$ cat config.mk
export PLATFORM = sky130hd
export DESIGN_NAME = fdr_sqrt_stage
export DESIGN_NICKNAME = d
export VERILOG_FILES = /design/src/hdl/fdr_pkg.sv /design/src/hdl/fdr_sqrt_stage.sv
export SDC_FILE = /design/constraint.sdc
export NUM_CORES = 1
export LEC_CHECK = 0
export ABC_CLOCK_PERIOD_IN_PS = 5150
export BUFFER_PORTS_ARGS = -buffer_cell sky130_fd_sc_hd__clkbuf_2
export CAP_MARGIN = 20
export CORE_MARGIN = 1
export CORE_UTILIZATION = 52
export DETAILED_ROUTE_END_ITERATION = 8
export GPL_ROUTABILITY_DRIVEN = 0
export PLACE_DENSITY = 0.85
export SLEW_MARGIN = 20
export SYNTH_ARGS = -nofsm -noshare
export SYNTH_HDL_FRONTEND = slang
export SYNTH_SLANG_ARGS = --single-unit
$ cat constraint.sdc
create_clock -name clk -period 5.15 [get_ports clk]
set_clock_uncertainty 0.1 [all_clocks]
set_input_delay 0.2575 -clock clk [delete_from_list [all_inputs] [get_ports clk]]
set_output_delay 0.2575 -clock clk [all_outputs]
set_load 0.05 [all_outputs]
$ cat src/hdl/fdr_pkg.sv
// ----------------------------------------------------------------------------
// fdr_pkg
// Shared widths, fixed-point constants and types for the Fresnel
// reflectance pipeline.
// ----------------------------------------------------------------------------
package fdr_pkg;

	localparam int unsigned COS_W   = 16;	// |cos| in Q1.15, up to 1.0
	localparam int unsigned INDEX_W = 15;	// Q2.13 refractive index
	localparam int unsigned RAD_W   = 31;	// radicand, up to 2^30
	localparam int unsigned ROOT_W  = 16;	// root, up to 2^15
	localparam int unsigned PROD_W  = 30;	// index times cosine or sine
	localparam int unsigned DEN_W   = 31;	// sum of two products
	localparam int unsigned FRAC_W  = 30;	// fraction bits of a ratio

	localparam logic [15:0]  ONE_Q15    = 16'h8000;
	localparam logic [30:0]  ONE_Q30    = 31'h4000_0000;
	localparam logic [14:0]  INDEX_ONE  = 15'h2000;
	localparam logic [31:0]  ROUND_HALF = 32'h0000_8000;

	typedef logic [RAD_W-1:0]  rad_t;
	typedef logic [ROOT_W-1:0] root_t;

endpackage

$ cat src/hdl/fdr_sqrt_stage.sv
// ----------------------------------------------------------------------------
// fdr_sqrt_stage
// One registered step of a restoring floor square root: decides one root
// bit and keeps the remainder (radicand minus root squared).
// ----------------------------------------------------------------------------
module fdr_sqrt_stage
	import fdr_pkg::*;
#(
	parameter int unsigned BIT = 15,
	parameter int unsigned SW  = 1
) (
	input  logic          clk,
	input  logic          en,
	input  rad_t          rem_in,
	input  root_t         root_in,
	input  logic [SW-1:0] side_in,
	output rad_t          rem_s,
	output root_t         root_s,
	output logic [SW-1:0] side_s
);

	logic [31:0] delta;
	logic [31:0] diff;
	logic        take;
	rad_t        rem_nx;
	root_t       root_nx;

	// (root + 2^BIT)^2 - root^2 = root*2^(BIT+1) + 2^(2*BIT)
	always_comb begin
		delta   = ({16'd0, root_in} << (BIT + 1)) + (32'd1 << (2 * BIT));
		diff    = {1'b0, rem_in} - delta;
		take    = ({1'b0, rem_in} >= delta);
		rem_nx  = take ? diff[RAD_W-1:0] : rem_in;
		root_nx = take ? (root_in | (root_t'(1) << BIT)) : root_in;
	end

	always_ff @(posedge clk) begin
		if (en) begin
			rem_s  <= rem_nx;
			root_s <= root_nx;
			side_s <= side_in;
		end
	end

endmodule

; After elaboration in Yosys (flattened, before gate mapping)
; Index checks and enable logic that the tools add are counted.
[totals]
reg_bits = 48
input_bits = 50
output_inout_bits = 48
[op_classes]
add_sub_neg = 2
n_lt_le_gt_ge = 1
muxes = 1
[ops]
columns = cell, count
row1 = 32-bit by 31-bit adder with 32-bit output (second input constant), 1
row2 = 31-bit by 32-bit greater-or-equal comparator with 1-bit output, 1
row3 = 31-bit two-way mux, 1
row4 = 31-bit subtractor, 1

; Longest topological paths before layout
; Gate-level depths: netlist of run 1.
[logic_depth]
word_depth = 3
ltp_mapped = 11
depth_no_buf = 9

; Least setup slack after synthesis of run 1
; Ideal clock, no wire load.
[synth_path]
path_type = input to register
from = input rem_in[16]
to = register rem_s[23] (data pin)
setup_time_ps = 260
arrival_ps = 2370
setup_slack_ps = 2420
path_stages = 11
path_buffers = 2
path_cell_list = inv_1 -> ha_1 -> fa_1 -> nand2b_1 -> a211oi_1 -> nor2_1 -> a211oi_1 -> o41a_1 -> buf_6 -> buf_12 -> mux2_4
[synth_between]
elab_chain_len = 2
elab_cells_between_ends = 3
[synth_rtl]
columns = item, line_no
row1 = "start, declared", fdr_sqrt_stage.sv:14  ; input rad_t rem_in,
row2 = 31-bit subtractor / 31-bit by 32-bit greater-or-equal comparator with 1-bit output (equally long branches), "fdr_sqrt_stage.sv:31, fdr_sqrt_stage.sv:32"
row3 = 31-bit two-way mux (*), fdr_sqrt_stage.sv:33  ; rem_nx = take ? diff[RAD_W-1:0] : rem_in;
row4 = named net rem_nx[23], fdr_sqrt_stage.sv:25  ; rad_t rem_nx;
row5 = "end signal, assigned", fdr_sqrt_stage.sv:39  ; rem_s <= rem_nx;
row6 = "end, declared", fdr_sqrt_stage.sv:17  ; output rad_t rem_s,
; The timed path passes the listed nets; every way through them passes the cells marked *.
; A chain may end at the register's enable or synchronous reset.

; Worst setup path after layout of run 1
[layout_path]
from = input rem_in[16]
to = register rem_s[30] (data pin)
; The elaborated chain is that of the path after synthesis.

==> impl_metrics.toml, run 1 <==
[status]
outcome = "finished with violations"
violations = "design-rule violations"

[die]
die_w_um = 71.41
io-pin-count = 98
core_region_area_sq_mm = 0.004504
die_y_um = 71.41
num_rows = 24
die_area_sq_mm = 0.005099
start_util_pct = 55.61

[synth]
synth-edff-count = 48
ys.flop_type = "edfxtp_1"
ys_warn_count = 0
synthMuxAreaShare_pct = 8.492
yosys.area_share.simple_pct = 8.941
synth_xor_area_share_pct = 3.497
ys_types = 43
async_flop_share_pct = 0
synth_seq_cells = 48
syn_area_sq_mm = 0.002505
synth_top_family_by_area = "compound AO/OA/AOI/OAI gates"
synthCells = 189
synth-compound-area-share_pct = 9.291
syn_nets = 255
synthAdderAreaFrac_pct = 8.292
syn_avg_cell_area_sq_um = 13.25
ys_seq_area_share_pct = 57.54

[power_and_ir_drop]
cellLeakagePower_nw = 1.425
swShare_pct = 35.00
ir_drop_mv = 0.1435
p_sw_mw = 0.3593
comb_power_share_pct = 31.2
power_frac_clock_pct = 22.0
p_seq_share_pct = 46.8
internal_power_mw = 0.6672
powerDensity_mw_per_mm2 = 329.0

[clock_network]
cts.sinks = 48
cts_buffers = 5
htreeDepth = 2
root_buffer = "clkbuf_8"
post_cts_buffers = 0
cts-resized-gates = 0
hold_buffers = 0
path_clk_slew_ns = 0.09
cts_max_path_buffers = 2
cts_tree = "built"

[sta]
hold_violations = 0
hold_ws_ns = 0.03946
rsz0062_at_grt = "no"
max-slew-margin-rel_pct = 33.54
max_freq_ghz = 0.3014
setup_viol = 0
tightest_slew_ns = 0.9970
finalWorstSetupSlack_ns = 1.832
period_needed_ns = 3.318
final.period_utilization_pct = 64.43
fin_setup_tns_ns = 0
final-max-slew-violation-count = 0

[flow_run]
drv_cap = 0

[placed_design]
pre_cts_slack_ns = 1.630
placed_cell_area_sq_mm = 0.003028
port_buffers = 97
dp.final_hpwl_um = 3761

[final_layout]
drive_gt1_share_pct = 41.10
final_common_cell = "clkbuf_2"
final_cell_area_sq_mm = 0.003120
layout_common_cells = "clkbuf_2 (97), edfxtp_1 (48), inv_1 (17)"
area_growth_syn_to_layout_pct = 24.58
nNetsFinal = 357
diodes = 0

[global_routing]
overflow = 0
grt_usage_pct = 19.85
grt_max_degree = 49
antenna_found_initial = 0
grt_pass1_wl_um = 7845
grt_pass1_vias = 1809

[drt]
detail_route.wl_per_cell_um = 14.70
ant_nets = 0
drc = 9
vias_per_cell = 5.509
wl_um = 5056
drt_iter0_markers = 80
vias = 1895
first_pass_iters = 7

[worst_setup_path]
crit_family = "compound AO/OA/AOI/OAI gates"
cp_cell_sequence = "clkbuf_2, inv_1, ha_1, fa_1, nand2b_1, a211oi_1, nor2_1, a211oi_1, o41a_1, mux2_2"
path_buf_inv = 2
crit_fanout = 16
startpoint_type = "input port"
cp.required_ns = 5.11
crit_path_top_delay_cell = "o41a_1"
crit_path_frequent_cell = "a211oi_1"
crit_type = "input port to flop"
crit_arrival_ns = 3.27
cp-end-kind = "flop"
max_stage_delay_ns = 0.82

[hold_path]
worst_hold_path_type = "input port to flop"
-- cell type report --
type,instances,area (sq um)
Multi-Input combinational cell,121,964.7
Fill cell,345,1384
Timing Repair Buffer,98,493.0
Tap cell,52,65.06
Clock buffer,5,68.82
Sequential cell,48,1441
Clock inverter,3,23.77
Inverter,17,63.81
-- synthesized netlist by cell type, types with 2 or more instances --
| cell | n | area (sq um) |
|---|---|---|
| edfxtp_1 | 48 | 1441 |
| inv_1 | 17 | 63.81 |
| ha_1 | 15 | 187.7 |
| a21oi_1 | 12 | 60.06 |
| nor2_1 | 11 | 41.29 |
| mux2_4 | 7 | 105.1 |
| xnor2_1 | 7 | 61.31 |
| mux2_2 | 6 | 67.56 |
| nand2_1 | 5 | 18.77 |
| a211oi_1 | 4 | 30.03 |
| mux2i_1 | 4 | 40.04 |
| nand3_1 | 4 | 20.02 |
| nor2b_1 | 4 | 25.02 |
| nor3_1 | 4 | 20.02 |
| a21o_1 | 3 | 22.52 |
| nand2b_1 | 3 | 18.77 |
| o21ai_0 | 3 | 15.01 |
| xor2_1 | 3 | 26.28 |
| nand4_1 | 2 | 12.51 |
| nor4_1 | 2 | 12.51 |
| o21bai_1 | 2 | 15.01 |
| or3_1 | 2 | 12.51 |
-- per-layer routing --
metal	global-route usage (%)	part of all wire [%]	vias up
met5	0	0	-
li1	-	-	917
met3	4.219	6.9	11
met2	34.39	50	75
met1	23.59	41	892
met4	9.556	2.2	0
-- state kept, by name, summed over array words and instances (netlist names) --
| register | flops |
|---|---|
| root_s | 16 |
| rem_s | 31 |
| side_s | 1 |
-- worst paths after layout --
| path | start | endpoint | depth (start not counted) |
|---|---|---|---|
| worst min-delay path | side_in | side_s | 1 |
| worst max-delay path | rem_in[16] | rem_s[30] | 10 |
-- stage by stage --
| stage | total power, mW | utilization, % | cells |
|---|---|---|---|
| 6_report | 1.027 | 69.28 | 344 |
| 3_3_place_gp | 0.8014 | 67.22 | 336 |
| 2_1_floorplan | 0.7305 | - | 189 |
| 3_5_place_dp | 0.8078 | 67.22 | 336 |
| 4_1_cts | 1.033 | 69.28 | 344 |
| 5_1_grt | 1.064 | 69.28 | 344 |
-- cell families (layout without fill, tap and decap cells) --
logic type / count (synthesis) / after routing
multiplexers: 17 / 17
XOR/XNOR: 10 / 10
adder cells (fa/ha/maj): 16 / 16
AO/OA/AOI/OAI: 35 / 35
AND/OR/NAND/NOR: 43 / 43
flip-flops: 48 / 48
buffers and inverters: 20 / 123
-- power by group through the flow --
stage | Clock, mW | Sequential [mW] | Combinational (mW)
after floorplan | 0 | 0.619 | 0.112
after global placement | 0 | 0.489 | 0.312
after detailed placement | 0 | 0.490 | 0.318
after CTS | 0.232 | 0.481 | 0.320
after global routing | 0.241 | 0.485 | 0.339
final | 0.226 | 0.481 | 0.320
No activity file was read; power rests on OpenSTA's default activity.
==> inputs of run 2 (changes only) <==
- ABC_CLOCK_PERIOD_IN_PS: 5150 -> 3340
- CORE_UTILIZATION: 52 -> 49
- PLACE_DENSITY: 0.85 -> 0.8
- clock period: 5.15 -> 3.34 ns (I/O delays scaled with it)
==> impl_metrics.toml, run 2 (synthesis results as in run 1) <==
[status]
outcome = "finished, final reports clean"

[power_and_ir_drop]
p_seq_share_pct = 42.1
internal_power_mw = 1.209
p_sw_mw = 0.5590
ir_drop_mv = 0.3254
powerDensity_mw_per_mm2 = 502.1
cellLeakagePower_nw = 1.594
swShare_pct = 31.63
power_frac_clock_pct = 28.1
comb_power_share_pct = 29.8

[global_routing]
grt_pass1_wl_um = 8776
grt_pass1_vias = 1952
antenna_found_initial = 0
overflow = 0
grt_usage_pct = 21.89
grt_max_degree = 49

[clock_network]
cts.sinks = 48
cts_buffers = 5
root_buffer = "clkbuf_8"
cts_max_path_buffers = 2
post_cts_buffers = 0
cts_tree = "built"
htreeDepth = 2
path_clk_slew_ns = 0.09

[final_layout]
multi_input_area_sq_um = 969.7
largest-register = "rem_s"
area_growth_syn_to_layout_pct = 40.56
drive_gt1_share_pct = 37.54
fillers = 361
final_util_pct = 73.09
top_regs = "rem_s (31), root_s (16), side_s (1)"
layout_common_cells = "clkbuf_2 (96), edfxtp_1 (48), dlygate4sd3_1 (32)"
final_common_cell = "clkbuf_2"
final_cells = 392
final_cell_area_sq_mm = 0.003521
nNetsFinal = 390
diodes = 0
largest_reg_flops = 31
seqCellArea_sq_mm = 0.001441

[sta]
tightest_slew_ns = 1.045
final.period_utilization_pct = 93.50
max_freq_ghz = 0.3202
max-slew-margin-rel_pct = 30.35
setup_viol = 0
hold_violations = 0
fin_setup_tns_ns = 0
rsz0062_at_grt = "no"
period_needed_ns = 3.123
final-max-slew-violation-count = 0

[drt]
drt_iter0_markers = 88
wl_um = 5625
drc = 0
vias = 1998
ant_nets = 0
detail_route.wl_per_cell_um = 14.35
vias_per_cell = 5.097
first_pass_iters = 4

[worst_setup_path]
crit_fanout = 13
crit_arrival_ns = 3.08
cp_cell_sequence = "dlygate4sd3_1, clkbuf_2, ha_1, fa_1, nand2b_1, a211oi_2, nor2_1, a211oi_1, o41a_1, buf_6, mux2_2"
cp-end-kind = "flop"
startpoint_type = "input port"
cp.required_ns = 3.30
path_buf_inv = 3
crit_type = "input port to flop"
max_stage_delay_ns = 0.53
crit_path_top_delay_cell = "dlygate4sd3_1"
crit_family = "buffers and inverters"

[hold_path]
worst_hold_path_type = "input port to flop"

[placed_design]
placed_cell_area_sq_mm = 0.003054
numPlacedInstances = 352
port_buffers = 97
dp.final_hpwl_um = 3890

[flow_run]
drv_cap = 0

[die]
core_region_area_sq_mm = 0.004817
num_rows = 25
io-pin-count = 98
die_w_um = 73.50
die_y_um = 73.50
die_area_sq_mm = 0.005402
start_util_pct = 52.00
-- run 2: cell count changes in the layout (fill, tap and decap cells not counted), sizes merged --
| cell | change |
|---|---|
| buf | +2 |
| bufinv | +2 |
| inv | +1 |
| clkinvlp | -2 |
| dlygate4sd3 | +32 |
| clkinv | -1 |
| clkbuf | -1 |
-- run 2: per-stage QoR --
step	hold WS (ns)	worst slack, ns	power, mW
floorplan	0.1659	0.7001	1.126
global placement	0.2446	0.4630	1.240
detailed placement	0.2461	0.3059	1.249
CTS	0.05539	0.05254	1.771
global route	0.06450	0.03407	1.836
finish	0.05466	0.2172	1.768
-- run 2: final cells by class --
cell class	instances	area share, %
clock buffer	5	1.955
clock inverter	3	1.955
sequential	48	40.94
inverter	17	1.812
timing repair buffer	131	23.42
tap	67	2.381
multi-input combinational	121	27.54
-- run 2: what timing repair did --
action / in CTS / in global routing
setup endpoints to repair: 0 / 10
endpoints found under the hold margin: 32 / 0
hold buffers: 32 / 0
gates resized for setup: 0 / 2
-- run 2: path summary, 6_finish.rpt --
check / start / end / slack (ns) / cells past startpoint
setup / recovery: root_in[0] / rem_s[22] / 0.22 / 11
hold / removal: root_in[15] / root_s[15] / 0.05 / 2
-- run 2: layer usage --
metal	wire length, um	track usage (%)	part of all wire, %
met1	2292	24.46	41
met3	332	5.350	5.9
met4	162	9.188	2.9
met5	0	0	0
met2	2838	39.55	50
-- run 2: power by group through the flow --
stage / clock network [mW] / registers [mW] / logic (mW)
global route: 0.524 / 0.750 / 0.562
finish: 0.497 / 0.744 / 0.527
floorplan: 0 / 0.954 / 0.172
global placement: 0 / 0.756 / 0.484
CTS: 0.503 / 0.744 / 0.523
detailed placement: 0 / 0.757 / 0.492
==> inputs of run 3 (changes only) <==
- ABC_AREA: not set -> 1
- CORE_UTILIZATION: 49 -> 51
- PLACE_DENSITY: 0.8 -> 0.81
==> impl_metrics.toml, run 3 <==
[worst_setup_path]
cp-end-kind = "flop"
crit_path_top_delay_cell = "dlygate4sd3_1"
crit_arrival_ns = 2.39
crit_fanout = 17
crit_path_frequent_cell = "nand2_1"
crit_family = "simple AND/OR/NAND/NOR gates"
path_buf_inv = 4
cp.required_ns = 3.30
cp_cell_sequence = "dlygate4sd3_1, clkbuf_2, inv_1, ha_1, nand2_1, inv_2, a21oi_2, nor2_2, nor2_8, nand3_4, nand2_1, nand2_1"
crit_type = "input port to flop"
startpoint_type = "input port"
max_stage_delay_ns = 0.52

[placed_design]
placed_cell_area_sq_mm = 0.003450
port_buffers = 97
dp.final_hpwl_um = 4882
pre_cts_slack_ns = 1.142
numPlacedInstances = 510

[clock_network]
cts_tree = "built"
htreeDepth = 2
cts.sinks = 48
post_cts_buffers = 0
root_buffer = "clkbuf_8"
cts_buffers = 5
cts_max_path_buffers = 2
path_clk_slew_ns = 0.09

[drt]
drc = 0
vias = 2665
drt_iter0_markers = 181
first_pass_iters = 5
wl_um = 6750
detail_route.wl_per_cell_um = 12.30
ant_nets = 0
vias_per_cell = 4.854

[synth]
synth_common_cells = "nand2_1 (116), inv_1 (69), edfxtp_1 (48)"
synth_seq_cells = 48
syn_area_sq_mm = 0.002907
ys_types = 24
async_flop_share_pct = 0
syn_nets = 411
synth-edff-count = 48
synthCells = 345
netlist_top_cells_area = "edfxtp_1 (50%), nand2_1 (15%), inv_1 (8.9%)"
ys.flop_type = "edfxtp_1"
syn_avg_cell_area_sq_um = 8.425
ys_warn_count = 0
yosys.area.top_type = "edfxtp_1"
synth_most_common_cell = "nand2_1"
yosysTopAreaCellShare_pct = 49.59
ys_seq_area_share_pct = 49.59

[final_layout]
largest_reg_flops = 31
final_util_pct = 70.35
final_cells = 549
final_cell_area_sq_mm = 0.003874
final_common_cell = "nand2_1"
drive_gt1_share_pct = 25.16
diodes = 0
top_regs = "rem_s (31), root_s (16), side_s (1)"
area_growth_syn_to_layout_pct = 33.28
largest-register = "rem_s"
layout_common_cells = "nand2_1 (116), clkbuf_2 (96), inv_1 (69)"
nNetsFinal = 542

[sta]
hold_violations = 0
max-slew-margin-rel_pct = 60.72
rsz0062_at_grt = "no"
hold_ws_ns = 0.002996
finalWorstSetupSlack_ns = 0.9071
period_needed_ns = 2.433
max_freq_ghz = 0.4110
fin_setup_tns_ns = 0
tightest_slew_ns = 0.5891
setup_viol = 0
final.period_utilization_pct = 72.84
final-max-slew-violation-count = 0

[flow_run]
drv_cap = 0

[die]
num_rows = 27
core_region_area_sq_mm = 0.005507
die_area_sq_mm = 0.006005
die_y_um = 77.49
start_util_pct = 52.78
die_w_um = 77.49
io-pin-count = 98

[power_and_ir_drop]
ir_drop_mv = 0.2692
internal_power_mw = 1.111
finalPower_mw = 1.722
powerDensity_mw_per_mm2 = 444.5
swShare_pct = 35.50
p_sw_mw = 0.6113
comb_power_share_pct = 32.4
p_seq_share_pct = 43.1
power_frac_clock_pct = 24.5
cellLeakagePower_nw = 2.056

[global_routing]
grt_usage_pct = 23.39
grt_pass1_vias = 2512
grt_max_degree = 49
antenna_found_initial = 0
overflow = 0
grt_pass1_wl_um = 10950

[hold_path]
whs_path_depth = 1
hold_path_end = "root_s[1]"
worst_hold_path_type = "input port to flop"
hp-start = "root_in[1]"

[status]
outcome = "finished, final reports clean"
[run 3: cell count changes in the layout (fill, tap and decap cells not counted), moves of 7 or more]
cell	delta
nand2_1	+111
inv_1	+52
a21oi_1	-8
nand3_1	+37
nor2_1	+8
mux2_4	-7
[run 3: timing repair]
item | in CTS | in global routing
endpoints found under the hold margin | 31 | 0
hold buffers | 31 | 0
setup endpoints to repair | 0 | 0
resized for setup | 0 | 0
[run 3: cells by family after synthesis]
| logic type | synth area share, % |
|---|---|
| compound gates | 0.9902 |
| xor+xnor | 1.808 |
| fa+ha+maj | 7.146 |
| buf+inv | 10.33 |
| flops | 49.59 |
| simple gates | 30.13 |
[run 3: power by group through the flow]
stage	Clock (mW)	Combinational (mW)	Sequential, mW
finish	0.422	0.558	0.742
global route	0.442	0.601	0.747
CTS	0.424	0.555	0.743
detailed placement	0	0.524	0.757
global placement	0	0.514	0.756
floorplan	0	0.192	0.953
[run 3: worst max-delay path by stage]
| stage | startpoint | end | slack [ns] | cells past startpoint |
|---|---|---|---|---|
| 2_1_floorplan | rem_in[16] | rem_s[20] | 1.41 | 14 |
| 3_3_place_gp | rem_in[16] | rem_s[18] | 1.16 | 14 |
| 3_5_place_dp | rem_in[16] | rem_s[22] | 1.14 | 14 |
| 4_1_cts | root_in[0] | rem_s[22] | 0.93 | 14 |
| 5_1_grt | root_in[0] | rem_s[18] | 0.73 | 14 |
| 6_report | root_in[11] | rem_s[22] | 0.91 | 12 |
[run 3: area by class of cell]
| type | count | area, sq um |
|---|---|---|
| fillers | 433 | 1633 |
| flip-flops and latches | 48 | 1441 |
| well taps | 72 | 90.09 |
| clock buffers | 5 | 68.82 |
| clock inverters | 3 | 42.54 |
| repair buffers | 128 | 798.3 |
| inverters | 71 | 267.8 |
| multi-input cells | 222 | 1165 |
[run 3: per-layer routing]
metal / wire [um] / track usage, % / vias to the layer above / share of wire (%)
met5: 0 / 0 / - / 0
met4: 116 / 7.925 / 0 / 1.7
met3: 447 / 4.000 / 13 / 6.6
met2: 3414 / 41.15 / 117 / 51
met1: 2771 / 28.89 / 1185 / 41
li1: - / - / 1350 / -
