===== src/hdl/fdr_pkg.sv =====
// ----------------------------------------------------------------------------
// fdr_pkg
// Shared widths, fixed-point constants and types for the Fresnel
// reflectance pipeline.
// ----------------------------------------------------------------------------
package fdr_pkg;

	localparam int unsigned COS_W   = 16;	// |cos| in Q1.15, up to 1.0
	localparam int unsigned INDEX_W = 15;	// Q2.13 refractive index
	localparam int unsigned RAD_W   = 31;	// radicand, up to 2^30
	localparam int unsigned ROOT_W  = 16;	// root, up to 2^15
	localparam int unsigned PROD_W  = 30;	// index times cosine or sine
	localparam int unsigned DEN_W   = 31;	// sum of two products
	localparam int unsigned FRAC_W  = 30;	// fraction bits of a ratio

	localparam logic [15:0]  ONE_Q15    = 16'h8000;
	localparam logic [30:0]  ONE_Q30    = 31'h4000_0000;
	localparam logic [14:0]  INDEX_ONE  = 15'h2000;
	localparam logic [31:0]  ROUND_HALF = 32'h0000_8000;

	typedef logic [RAD_W-1:0]  rad_t;
	typedef logic [ROOT_W-1:0] root_t;

endpackage


===== src/hdl/fdr_div_stage.sv =====
// ----------------------------------------------------------------------------
// fdr_div_stage
// One registered step of restoring long division. The quotient register
// also holds the dividend bits still to be brought down; each step shifts
// one out at the top and one quotient bit in at the bottom.
// ----------------------------------------------------------------------------
module fdr_div_stage
	import fdr_pkg::*;
#(
	parameter int unsigned RW = 15,
	parameter int unsigned QW = 15,
	parameter int unsigned SW = 1
) (
	input  logic          clk,
	input  logic          en,
	input  logic [RW-1:0] rem_in,
	input  logic [RW-1:0] divisor_in,
	input  logic [QW-1:0] quo_in,
	input  logic [SW-1:0] side_in,
	output logic [RW-1:0] rem_s,
	output logic [RW-1:0] divisor_s,
	output logic [QW-1:0] quo_s,
	output logic [SW-1:0] side_s
);

	logic [RW:0]   trial;
	logic [RW:0]   diff;
	logic          ge;
	logic [RW-1:0] rem_nx;

	// remainder stays below the divisor, so trial fits RW bits when not taken
	always_comb begin
		trial  = {rem_in, quo_in[QW-1]};
		diff   = trial - {1'b0, divisor_in};
		ge     = (trial >= {1'b0, divisor_in});
		rem_nx = ge ? diff[RW-1:0] : trial[RW-1:0];
	end

	always_ff @(posedge clk) begin
		if (en) begin
			rem_s     <= rem_nx;
			divisor_s <= divisor_in;
			quo_s     <= {quo_in[QW-2:0], ge};
			side_s    <= side_in;
		end
	end

endmodule


===== config.mk =====
export PLATFORM = sky130hd
export DESIGN_NAME = fdr_div_stage
export DESIGN_NICKNAME = d
export VERILOG_FILES = /design/src/hdl/fdr_pkg.sv /design/src/hdl/fdr_div_stage.sv
export SDC_FILE = /design/constraint.sdc
export NUM_CORES = 1
export LEC_CHECK = 0
export BUFFER_PORTS_ARGS = -buffer_cell sky130_fd_sc_hd__buf_4
export CAP_MARGIN = 25
export CORE_MARGIN = 4
export CORE_UTILIZATION = 49
export DETAILED_ROUTE_END_ITERATION = 16
export PLACE_DENSITY = 0.91
export SLEW_MARGIN = 0
export SYNTH_ARGS = -nofsm -noshare
export SYNTH_HDL_FRONTEND = slang
export SYNTH_SLANG_ARGS = --single-unit

===== constraint.sdc =====
create_clock -name clk -period 3.2 [get_ports clk]
set_input_delay 0.48 -clock clk [delete_from_list [all_inputs] [get_ports clk]]
set_output_delay 0.48 -clock clk [all_outputs]
set_load 0.02 [all_outputs]

* Yosys cells after proc, flatten, opt, wreduce, memory -nomap -nowiden
Index checks and enable logic that the tools add are counted.
** Word-level totals
- Memory bits (read-only) :: 0
- Memories kept :: 0
- Bits of input ports :: 48
- Bits in latches :: 0
- Memory bits (writable) :: 0
- Word-level logic and storage cells :: 7
- Register bits after elaboration :: 46
** Cells by class
- Shift-type cells :: 0
- Magnitude comparators :: 1
- Div/mod/pow operators :: 0
- Add/sub/neg operators :: 1
- Equal/unequal tests :: 0
- Multiplexer cells :: 1
- Reductions and logical operators :: 0
- Bitwise operators :: 0
- Multiply operators :: 0
** Operator list (number)
- $ge 16x15->1 :: 1
- $mux 15 :: 1
- $sub 15x15->15 :: 1

* Longest topological paths before layout
Gate-level depths: netlist (run 1).
- Word-level depth :: 2
- Mapped depth :: 11

* Worst setup path before layout (run 1)
No wires, ideal clock.
- Kind :: input to register
- From :: in quo_in[14]
- To :: reg rem_s[11], data pin
- Buffers on the path :: 2
- Library setup time :: 0.260 ns
- Stages on the path :: 11
- Setup slack :: 0.546 ns
- Data arrival time :: 2.393 ns
- Cell sequence :: inv_1 > ha_1 > fa_1 > nand2b_1 > a21oi_1 > o221ai_1 > o2111ai_1 > a311o_1 > buf_6 > buf_12 > mux2_4
** On the way
- Word-level cells in the longest chain between the ends :: 2
- Elaborated cells between the ends (all ways) :: 3
- Those cells by class :: 1 x add/sub; 1 x order compare; 1 x mux
** RTL lines
- from (decl) :: RTL line fdr_div_stage.sv:18 : input logic [QW-1:0] quo_in,
- $ge 16x15->1 :: RTL line fdr_div_stage.sv:35 : ge = (trial >= {1'b0, divisor_in});
- named net ge :: RTL line fdr_div_stage.sv:28 : logic ge;
- $mux 15 :: RTL line fdr_div_stage.sv:36 : rem_nx = ge ? diff[RW-1:0] : trial[RW-1:0];
- named net rem_nx[11] :: RTL line fdr_div_stage.sv:29 : logic [RW-1:0] rem_nx;
- to (signal assigned) :: RTL line fdr_div_stage.sv:41 : rem_s <= rem_nx;
- to (decl) :: RTL line fdr_div_stage.sv:20 : output logic [RW-1:0] rem_s,
The timed path passes the listed nets, and every way through them passes these cells.
A chain may end at the register's enable or synchronous reset.

* Final worst setup path (run 1)
- From :: in divisor_in[0]
- To :: reg rem_s[4], data pin
** On the way
- Word-level cells in the longest chain between the ends :: 2
- Elaborated cells between the ends (all ways) :: 3
- Those cells by class :: 1 x add/sub; 1 x order compare; 1 x mux
** RTL lines
- from (decl) :: RTL line fdr_div_stage.sv:17 : input logic [RW-1:0] divisor_in,
- $sub 15x15->15 / $ge 16x15->1 (equally long branches) :: RTL line fdr_div_stage.sv:34, fdr_div_stage.sv:35
- $mux 15 * :: RTL line fdr_div_stage.sv:36
- named net rem_nx[4] :: RTL line fdr_div_stage.sv:29
The timed path passes the listed nets; every way through them passes the cells marked *.

==> qor_table.md, run 1 <==
| Parameter | This run | Unit |
| --- | --- | --- |
| Relative max-transition margin | 0.590 | - |
| Largest area contributor in the synthesized netlist | sky130_fd_sc_hd__edfxtp_1 | - |
| Gate Count Post-Synth | 187 | - |
| Number of antenna violations at the first check in global routing | 0 | - |
| Die span in x | 78.7 | um |
| Detailed Route Iter0 Violations | 113 | - |
| Required time of the critical path | 3250 | ps |
| Cell area after technology mapping | 0.00245 | mm2 |
| First-pass iteration count of the detailed router | 4 | - |
| Critical Path, Cell by Cell | buf_4, ha_1, fa_1, nand2b_1, a21oi_1, o221ai_1, o2111ai_1, a311o_1, buf_4, mux2_2 | - |
| Final clock period utilization by the worst path | 0.813 | - |
| Fraction of final layout cells sized beyond drive strength 1 | 0.421 | - |
| Fraction of synthesized cell area taken by the top area cell type | 0.564 | - |
| Avg WL per Cell | 14.9 | um |
| Diodes inserted | 0 | - |
| Total nets after synthesis | 251 | - |
| Register clock-pin slew on the reported worst setup and hold paths | 90 | ps |
| Leak | 1.46 | nW |
| Post_cts resized | 0 | - |
| Tmin final | 2600 | ps |
| Total wire length after detailed routing | 5.26 | mm |
| Post-CTS setup buffer count | 0 | - |
| Number of cell rows | 25 | - |
| Layout Nets | 348 | - |
| Dpl hpwl | 4.02 | mm |
| Count of pins on the block boundary | 94 | - |
| Buffers added on ports | 93 | - |
| Transition at the pin with the smallest max-transition slack | 611 | ps |
| Mean instance size in the synthesized netlist | 13.1 | um2 |
| Largest net degree at the start of global routing | 47 | - |
| Status | finished, final reports clean | - |
| Arr. time, crit path | 2650 | ps |
| TritonCTS clock tree | yes | - |
| Detail Route Antenna Nets | 0 | - |
| Worst Path Class, Setup | in2reg | - |
| Pre-CTS setup slack | 264 | ps |
| Final setup margin | 599 | ps |
| Leading cell type in the layout, fill and taps excluded | sky130_fd_sc_hd__buf_4 | - |
| Ranking of synthesized cells by area | sky130_fd_sc_hd__edfxtp_1 (56%), sky130_fd_sc_hd__ha_1 (7.7%), sky130_fd_sc_hd__mux2_4 (3.7%) | - |
| TritonCTS sink count | 46 | - |
| Startpoint class of the critical path | input port | - |
| RSZ-0062 raised after global routing | false | - |
| Synthesis-stage register bit count | 46 | - |
| CTS hold repair buffers | 0 | - |
| Overflow left after global routing | 0 | - |
| Buffer and inverter count on the worst path | 2 | - |
| Vias per cell | 5.16 | - |
| Setup violations, final | 0 | - |
| Delay of the slowest cell on the worst path | 400 | ps |
| Die Height | 78.7 | um |
| Peak supply drop | 249 | uV |
| Wire length of the first global-routing pass | 8.52 | mm |
| Top library cells by usage in the layout, fill and taps aside | sky130_fd_sc_hd__buf_4 (95), sky130_fd_sc_hd__edfxtp_1 (46), sky130_fd_sc_hd__inv_1 (19), sky130_fd_sc_hd__ha_1 (15), sky130_fd_sc_hd__nand2_1 (13) | - |
| Level count of the clock H-tree | 2 | - |
| Cell chosen for the clock root | sky130_fd_sc_hd__clkbuf_8 | - |
| Total Neg Setup Slack | 0 | ps |
| CTS max path bufs | 2 | - |
| TritonCTS Buffers | 5 | - |
| Core region area | 0.00479 | mm2 |
| Highest fanout seen on the critical path | 12 | - |
| MaxCap Viol Count | 0 | - |
| DIE AREA | 0.00619 | mm2 |
| Area delta synth->final | 35.1 | % |
| Class of the worst hold path | in2reg | - |
| Max Transition Viols Final | 0 | - |
| Synth Warn # | 0 | - |
| Final weighted congestion in routability-driven placement | 0.854 | - |
| DRC violation count after routing | 0 | - |
| Crit-path slowest cell | sky130_fd_sc_hd__fa_1 | - |
| Critical path's top delay family | compound AO/OA/AOI/OAI gates | - |
| DR vias | 1816 | - |
| Most numerous cell on the critical path | sky130_fd_sc_hd__buf_4 | - |
| Critical path capture point type | register | - |
| Fraction of the yosys area taken by sequential cells | 0.564 | - |
| Maximum clock frequency | 0.384 | GHz |
| Power per cell area | 502 | mW/mm2 |
| Vias in the first global route | 1872 | - |
| Final Hold Fails | 0 | - |
| Unique cell type count in the Yosys netlist | 39 | - |
| Initial core utilization | 0.512 | - |
| Total track usage | 0.175 | - |
==> Yosys cell counts, drive strengths merged <==
cell type / n
o21a: 4
nor2: 9
nand2: 13
o31ai: 1
nand4: 3
a211o: 1
mux2: 12
o221ai: 1
a311o: 1
fa: 1
nand3: 4
xor2: 2
inv: 19
clkbuf: 2
nor3: 1
o211ai: 1
and2: 1
a211oi: 3
nor2b: 2
o311a: 2
a21boi: 1
nand2b: 4
a31oi: 2
nand4b: 2
edfxtp: 46
a21oi: 9
xnor2: 7
o2111ai: 1
ha: 15
mux2i: 3
o41ai: 1
buf: 3
o21ai: 9
o311ai: 1
==> stage by stage <==
stage	hold WS (ps)	cell area [um2]	cells	total power, mW	utilization
after floorplan	579	2450	187	1.06	-
after global placement	658	3200	344	1.22	0.668
after detailed placement	660	3200	344	1.24	0.668
after CTS	352	3310	352	1.67	0.691
after global routing	333	3310	352	1.75	0.691
final	356	3310	352	1.66	0.691
==> power breakdown <==
part,switching [mW],internal [mW],total (mW)
sequential,0.0163,0.739,0.756
clock,0.203,0.234,0.437
combinational,0.243,0.225,0.467
total,0.462,1.20,1.66
==> per-layer routing <==
| metal | up-vias | wire (um) | global-route usage |
|---|---|---|---|
| met5 | - | 0 | 0 |
| met4 | 0 | 97 | 0.0664 |
| met3 | 12 | 547 | 0.0544 |
| met2 | 85 | 2630 | 0.302 |
| met1 | 831 | 1980 | 0.203 |
| li1 | 888 | - | - |
==> registers in the layout (all words and copies together) (netlist names) <==
signal / flops
rem_s: 15
side_s: 1
divisor_s: 15
quo_s: 15
==> final cells by class <==
cell class	instances	area, um2
Timing Repair Buffer	95	713
Multi-Input combinational cell	117	946
Clock inverter	3	43.8
Inverter	19	71.3
Fill cell	356	1480
Tap cell	67	83.8
Clock buffer	5	68.8
Sequential cell	46	1380
==> cells by family after synthesis <==
logic type	synth area share
buf+inv	0.0496
fa+ha+maj	0.0848
flops	0.564
simple gates	0.0766
compound gates	0.116
xor+xnor	0.0322
mux	0.0766
==> path summary, 6_finish.rpt <==
path	start	to	slack, ps	depth (start not counted)
hold / removal	divisor_in[2]	divisor_s[2]	360	1
setup / recovery	divisor_in[0]	rem_s[4]	600	10
Note: power is estimated with default switching activity, not from simulation.
==> run 2: changes to the inputs <==
--- a/config.mk
+++ b/config.mk
@@ -8,9 +8,9 @@
 export BUFFER_PORTS_ARGS = -buffer_cell sky130_fd_sc_hd__buf_4
 export CAP_MARGIN = 25
 export CORE_MARGIN = 4
-export CORE_UTILIZATION = 49
+export CORE_UTILIZATION = 44
 export DETAILED_ROUTE_END_ITERATION = 16
-export PLACE_DENSITY = 0.91
+export PLACE_DENSITY = 0.87
 export SLEW_MARGIN = 0
 export SYNTH_ARGS = -nofsm -noshare
 export SYNTH_HDL_FRONTEND = slang
==> constraint.sdc (replaced) <==
create_clock -name clk -period 2.2 [get_ports clk]
set_input_delay 0.33 -clock clk [delete_from_list [all_inputs] [get_ports clk]]
set_output_delay 0.33 -clock clk [all_outputs]
set_load 0.02 [all_outputs]
==> run 2 against run 1 <==
Net effect: hold slack got worse by 150 ps; die area rose by 10%; non-clock buffer count rose by 37; clock power rose by 45%; critical path depth did not move; wire length rose by 15%; utilization rose by 2.5 points; sequential share of layout area fell by 4.9 points; final cell count rose by 11%; global-route usage rose by 0.30 points; total power rose by 55%; critical path type unchanged; critical endpoint is now rem_s[7].
==> qor_table.md, run 2 (synthesis results as in run 1) <==
| Parameter | This run | Unit |
| --- | --- | --- |
| Status | finished, final reports clean | - |
| Final weighted congestion in routability-driven placement | 0.823 | - |
| Cell depth of the worst min-delay path | 1 | - |
| Power per cell area | 685 | mW/mm2 |
| Buffers added on ports | 93 | - |
| TritonCTS clock tree | yes | - |
| Worst min-delay path endpoint | quo_s[3] | - |
| Leading cell type in the layout, fill and taps excluded | sky130_fd_sc_hd__buf_4 | - |
| Detail Route Antenna Nets | 0 | - |
| Die Height | 82.6 | um |
| Arr. time, crit path | 2230 | ps |
| Number of cell rows | 26 | - |
| Vias per cell | 5.08 | - |
| Crit-path slowest cell | sky130_fd_sc_hd__fa_2 | - |
| Leak | 1.68 | nW |
| Diodes inserted | 0 | - |
| Min-Delay Startpoint | quo_in[2] | - |
| Total wire length after detailed routing | 6.03 | mm |
| Dpl hpwl | 4.33 | mm |
| Combinational fraction of design power | 0.325 | - |
| Initial core utilization | 0.468 | - |
| Layout Nets | 385 | - |
| Top library cells by usage in the layout, fill and taps aside | sky130_fd_sc_hd__buf_4 (127), sky130_fd_sc_hd__edfxtp_1 (46), sky130_fd_sc_hd__inv_1 (18), sky130_fd_sc_hd__nand2_1 (13), sky130_fd_sc_hd__mux2_4 (11) | - |
| Clock group share of total power | 0.247 | - |
| Critical Path, Cell by Cell | buf_4, buf_4, fa_2, nand2b_4, a21oi_4, o221ai_2, o2111ai_1, a311o_1, buf_6, mux2_4 | - |
| Buffer and inverter count on the worst path | 3 | - |
| Most numerous cell on the critical path | sky130_fd_sc_hd__buf_4 | - |
| Final non-filler cell total | 392 | - |
| Net load switching power | 722 | uW |
| WHS | 203 | ps |
| Detailed Route Iter0 Violations | 120 | - |
| RSZ-0062 raised after global routing | true | - |
| Setup violations, final | 0 | - |
| Share of power burned in registers | 0.428 | - |
| Relative max-transition margin | 0.608 | - |
| DR vias | 1991 | - |
| MaxCap Viol Count | 0 | - |
| Max Transition Viols Final | 0 | - |
| Overflow left after global routing | 0 | - |
| Die span in x | 82.6 | um |
| Avg WL per Cell | 15.4 | um |
| Critical path capture point type | register | - |
| Fraction of final layout cells sized beyond drive strength 1 | 0.534 | - |
| Class of the worst hold path | in2reg | - |
| First-pass iteration count of the detailed router | 5 | - |
| Instance count after placement with tap cells included | 379 | - |
| Wire length of the first global-routing pass | 9.09 | mm |
| Transition at the pin with the smallest max-transition slack | 587 | ps |
| Registers with the most flip-flops | divisor_s: 15 flops, quo_s: 15 flops, rem_s: 15 flops | - |
| Cell chosen for the clock root | sky130_fd_sc_hd__clkbuf_8 | - |
| Number of antenna violations at the first check in global routing | 0 | - |
| Total track usage | 0.178 | - |
| Largest net degree at the start of global routing | 47 | - |
| Vias in the first global route | 1981 | - |
| Delay of the slowest cell on the worst path | 350 | ps |
| Area delta synth->final | 53.1 | % |
| TritonCTS sink count | 46 | - |
| Maximum clock frequency | 0.460 | GHz |
| Count of pins on the block boundary | 94 | - |
| Final Hold Fails | 0 | - |
| Critical path's top delay family | compound AO/OA/AOI/OAI gates | - |
| Peak supply drop | 343 | uV |
| DRC violation count after routing | 0 | - |
| Register clock-pin slew on the reported worst setup and hold paths | 80 | ps |
| Worst Path Class, Setup | in2reg | - |
| Required time of the critical path | 2260 | ps |
| Core region area | 0.00524 | mm2 |
| CTS max path bufs | 2 | - |
| Tmin final | 2170 | ps |
| Level count of the clock H-tree | 2 | - |
| Startpoint class of the critical path | input port | - |
| Switch share | 0.281 | - |
| Highest fanout seen on the critical path | 7 | - |
| Design internal power | 1.85 | mW |
| DIE AREA | 0.00682 | mm2 |
| Final clock period utilization by the worst path | 0.988 | - |
| TritonCTS Buffers | 5 | - |
run 2: changes by cell type in the layout (fill, tap and decap cells not counted), sizes merged:
cell,before,now
buf,95,132
run 2: how the worst max path moves through the flow:
stage / from / to / depth (start not counted)
after floorplan: quo_in[14] / rem_s[11] / 11
after global routing: quo_in[14] / rem_s[4] / 11
after CTS: quo_in[14] / rem_s[4] / 11
after global placement: quo_in[14] / rem_s[7] / 11
final: divisor_in[1] / rem_s[7] / 10
after detailed placement: quo_in[14] / rem_s[7] / 11
run 2: area by class of cell:
type	instances	area (um2)
Clock buffer	5	68.8
Clock inverter	3	43.8
Fill cell	368	1490
Inverter	19	83.8
Multi-Input combinational cell	117	1070
Sequential cell	46	1380
Tap cell	70	87.6
Timing Repair Buffer	132	1020
run 2: per-layer routing:
| layer | vias to the layer above | part of all wire | global-route usage |
|---|---|---|---|
| met3 | 10 | 0.095 | 0.0629 |
| li1 | 963 | - | - |
| met5 | - | 0 | 0 |
| met4 | 0 | 0.016 | 0.0605 |
| met1 | 927 | 0.38 | 0.203 |
| met2 | 91 | 0.51 | 0.308 |
run 2: metrics by stage:
| step | power [mW] | TNS [ps] | cell area (um2) | worst slack (ps) | utilization |
|---|---|---|---|---|---|
| after floorplan | 1.55 | -1150 | 2510 | -145 | - |
| after global placement | 1.87 | -4280 | 3500 | -318 | 0.669 |
| after detailed placement | 1.89 | -5070 | 3500 | -370 | 0.669 |
| after CTS | 2.54 | 0 | 3650 | 29.8 | 0.697 |
| after global routing | 2.70 | -456 | 3750 | -42.8 | 0.716 |
| final | 2.57 | 0 | 3750 | 26.0 | 0.716 |
run 2: power by group through the flow:
stage	sequential [mW]	combinational [mW]	clock, mW
floorplan	1.24	0.313	0
global placement	1.12	0.751	0
detailed placement	1.12	0.769	0
CTS	1.10	0.788	0.650
global route	1.11	0.898	0.698
finish	1.10	0.836	0.634
run 2: what timing repair did:
item                                   in CTS  in global routing
setup endpoints to repair                  11                 14
gates resized for setup                     4                 18
setup buffers                               2                  3
hold buffers                                0                  0
endpoints found under the hold margin       0                  0
pin swaps                                   2                  7
==> run 3: changes to the inputs <==
--- a/config.mk
+++ b/config.mk
@@ -8,9 +8,9 @@
 export BUFFER_PORTS_ARGS = -buffer_cell sky130_fd_sc_hd__buf_4
 export CAP_MARGIN = 25
 export CORE_MARGIN = 4
-export CORE_UTILIZATION = 44
+export CORE_UTILIZATION = 49
 export DETAILED_ROUTE_END_ITERATION = 16
-export PLACE_DENSITY = 0.87
+export PLACE_DENSITY = 0.84
 export SLEW_MARGIN = 0
 export SYNTH_ARGS = -nofsm -noshare
 export SYNTH_HDL_FRONTEND = slang
==> constraint.sdc (replaced) <==
create_clock -name clk -period 2.1 [get_ports clk]
set_input_delay 0.315 -clock clk [delete_from_list [all_inputs] [get_ports clk]]
set_output_delay 0.315 -clock clk [all_outputs]
set_load 0.02 [all_outputs]
==> run 3 against run 2 <==
Net effect: the flow now finishes with violations (setup timing); hold slack lost 14 ps; worst setup slack lost 74 ps; largest power group unchanged; global-route usage grew 1.6 points; critical path depth grew 1; combinational power grew 3.1%; first-iteration DRC count shrank 32%; count of clock-buffer cells in the layout is the same; design area grew 0.13%; critical path type unchanged; highest routed layer unchanged; largest cell class unchanged; final cell count shrank 1.5%.
==> qor_table.md, run 3 (synthesis results as in run 1) <==
| Parameter | This run | Unit |
| --- | --- | --- |
| Instance area at placement | 0.00351 | mm2 |
| Peak supply drop | 427 | uV |
| Net load switching power | 741 | uW |
| Avg WL per Cell | 15.1 | um |
| TritonCTS Buffers | 5 | - |
| Setup violations, final | 11 | - |
| Overflow left after global routing | 0 | - |
| Register clock-pin slew on the reported worst setup and hold paths | 80 | ps |
| Die span in x | 78.7 | um |
| Die Height | 78.7 | um |
| Switch share | 0.266 | - |
| Combinational fraction of design power | 0.309 | - |
| Worst Path Class, Setup | in2reg | - |
| Delay of the slowest cell on the worst path | 350 | ps |
| CTS hold repair buffers | 0 | - |
| Design internal power | 2.05 | mW |
| Dpl hpwl | 4.33 | mm |
| CTS max path bufs | 2 | - |
| Transition at the pin with the smallest max-transition slack | 575 | ps |
| Critical path's top delay family | compound AO/OA/AOI/OAI gates | - |
| Critical Path, Cell by Cell | buf_8, inv_12, ha_4, fa_2, nand2b_4, a21oi_4, o221ai_2, o2111ai_2, a311o_1, buf_6, mux2_4 | - |
| Final clock period utilization by the worst path | 1.02 | - |
| Class of the worst hold path | in2reg | - |
| Arr. time, crit path | 2200 | ps |
| Area delta synth->final | 53.3 | % |
| Number of antenna violations at the first check in global routing | 0 | - |
| Buffer and inverter count on the worst path | 3 | - |
| RSZ-0062 raised after global routing | true | - |
| Layout Nets | 382 | - |
| Fraction of final layout cells sized beyond drive strength 1 | 0.539 | - |
| Leak | 1.68 | nW |
| First-pass iteration count of the detailed router | 4 | - |
| Final setup margin | -48.3 | ps |
| Tmin final | 2150 | ps |
| Total Neg Setup Slack | -405 | ps |
| Required time of the critical path | 2150 | ps |
| Relative max-transition margin | 0.617 | - |
| MaxCap Viol Count | 0 | - |
| Count of pins on the block boundary | 94 | - |
| Share of power burned in registers | 0.413 | - |
| Leading cell type in the layout, fill and taps excluded | sky130_fd_sc_hd__buf_4 | - |
| Crit-path slowest cell | sky130_fd_sc_hd__fa_2 | - |
| Total track usage | 0.194 | - |
| Final Hold Fails | 0 | - |
| Initial core utilization | 0.512 | - |
| Final weighted congestion in routability-driven placement | 0.849 | - |
| Detail Route Antenna Nets | 0 | - |
| Vias per cell | 5.05 | - |
| Startpoint class of the critical path | input port | - |
| TritonCTS clock tree | yes | - |
| Total wire length after detailed routing | 5.82 | mm |
| Multi-input logic area | 0.00108 | mm2 |
| DRC violation count after routing | 0 | - |
| Power per cell area | 743 | mW/mm2 |
| Max Transition Viols Final | 0 | - |
| Level count of the clock H-tree | 2 | - |
| Number of cell rows | 25 | - |
| Core region area | 0.00479 | mm2 |
| Wire length of the first global-routing pass | 9.24 | mm |
| Design Area, Final | 0.00375 | mm2 |
| Sequential cell area | 0.00138 | mm2 |
| Highest fanout seen on the critical path | 8 | - |
| Fill cell count | 324 | - |
| Cell chosen for the clock root | sky130_fd_sc_hd__clkbuf_8 | - |
| Critical path capture point type | register | - |
| TritonCTS sink count | 46 | - |
| Registers with the most flip-flops | divisor_s: 15 flops, quo_s: 15 flops, rem_s: 15 flops | - |
| Largest net degree at the start of global routing | 47 | - |
| DIE AREA | 0.00619 | mm2 |
| Detailed Route Iter0 Violations | 82 | - |
| Final core utilization | 0.785 | - |
| Vias in the first global route | 2000 | - |
| DR vias | 1949 | - |
| Diodes inserted | 0 | - |
| Buffers added on ports | 93 | - |
| Clock group share of total power | 0.278 | - |
| Top library cells by usage in the layout, fill and taps aside | sky130_fd_sc_hd__buf_4 (125), sky130_fd_sc_hd__edfxtp_1 (46), sky130_fd_sc_hd__inv_1 (18), sky130_fd_sc_hd__nand2_1 (13), sky130_fd_sc_hd__mux2_4 (12) | - |
| Maximum clock frequency | 0.465 | GHz |
| Status | complete, but fails checks | - |
| Failing checks | setup timing | - |
==> run 3: final timing paths <==
check             depth (start not counted)       start  endpoint
setup / recovery                         11  quo_in[14]  rem_s[8]
hold / removal                            1   quo_in[4]  quo_s[5]
==> run 3: timing repair <==
item	in CTS	in global routing
pin swaps	3	2
setup endpoints to repair	12	14
buffers inserted	4	1
resized for setup	10	6
==> run 3: stage by stage <==
stage / power, mW / hold WS, ps / worst slack, ps / instances
after floorplan: 1.64 / 414 / -228 / 187
after global placement: 1.96 / 493 / -413 / 373
after detailed placement: 1.98 / 494 / -465 / 373
after CTS: 2.79 / 175 / -14.5 / 385
after global routing: 2.93 / 165 / -112 / 386
final: 2.79 / 189 / -48.3 / 386
==> run 3: power by group through the flow <==
stage | Clock [mW] | Combinational (mW) | Sequential (mW)
after floorplan | 0 | 0.336 | 1.30
after global placement | 0 | 0.787 | 1.17
after detailed placement | 0 | 0.809 | 1.17
after CTS | 0.799 | 0.842 | 1.15
after global routing | 0.838 | 0.927 | 1.16
final | 0.775 | 0.862 | 1.15
==> run 3: layout make-up <==
cell class / instances / share of cell area
Sequential cell: 46 / 0.368
Tap cell: 67 / 0.0223
Clock inverter: 3 / 0.0183
Multi-Input combinational cell: 117 / 0.288
Clock buffer: 5 / 0.0183
Timing Repair Buffer: 129 / 0.263
Inverter: 19 / 0.0223
==> run 3: routing by layer <==
layer / vias to the layer above / GRT usage / share of wire
met5: - / 0 / 0
met4: 0 / 0.0734 / 0.017
met3: 9 / 0.0522 / 0.064
met2: 64 / 0.339 / 0.52
met1: 923 / 0.227 / 0.40
li1: 953 / - / -
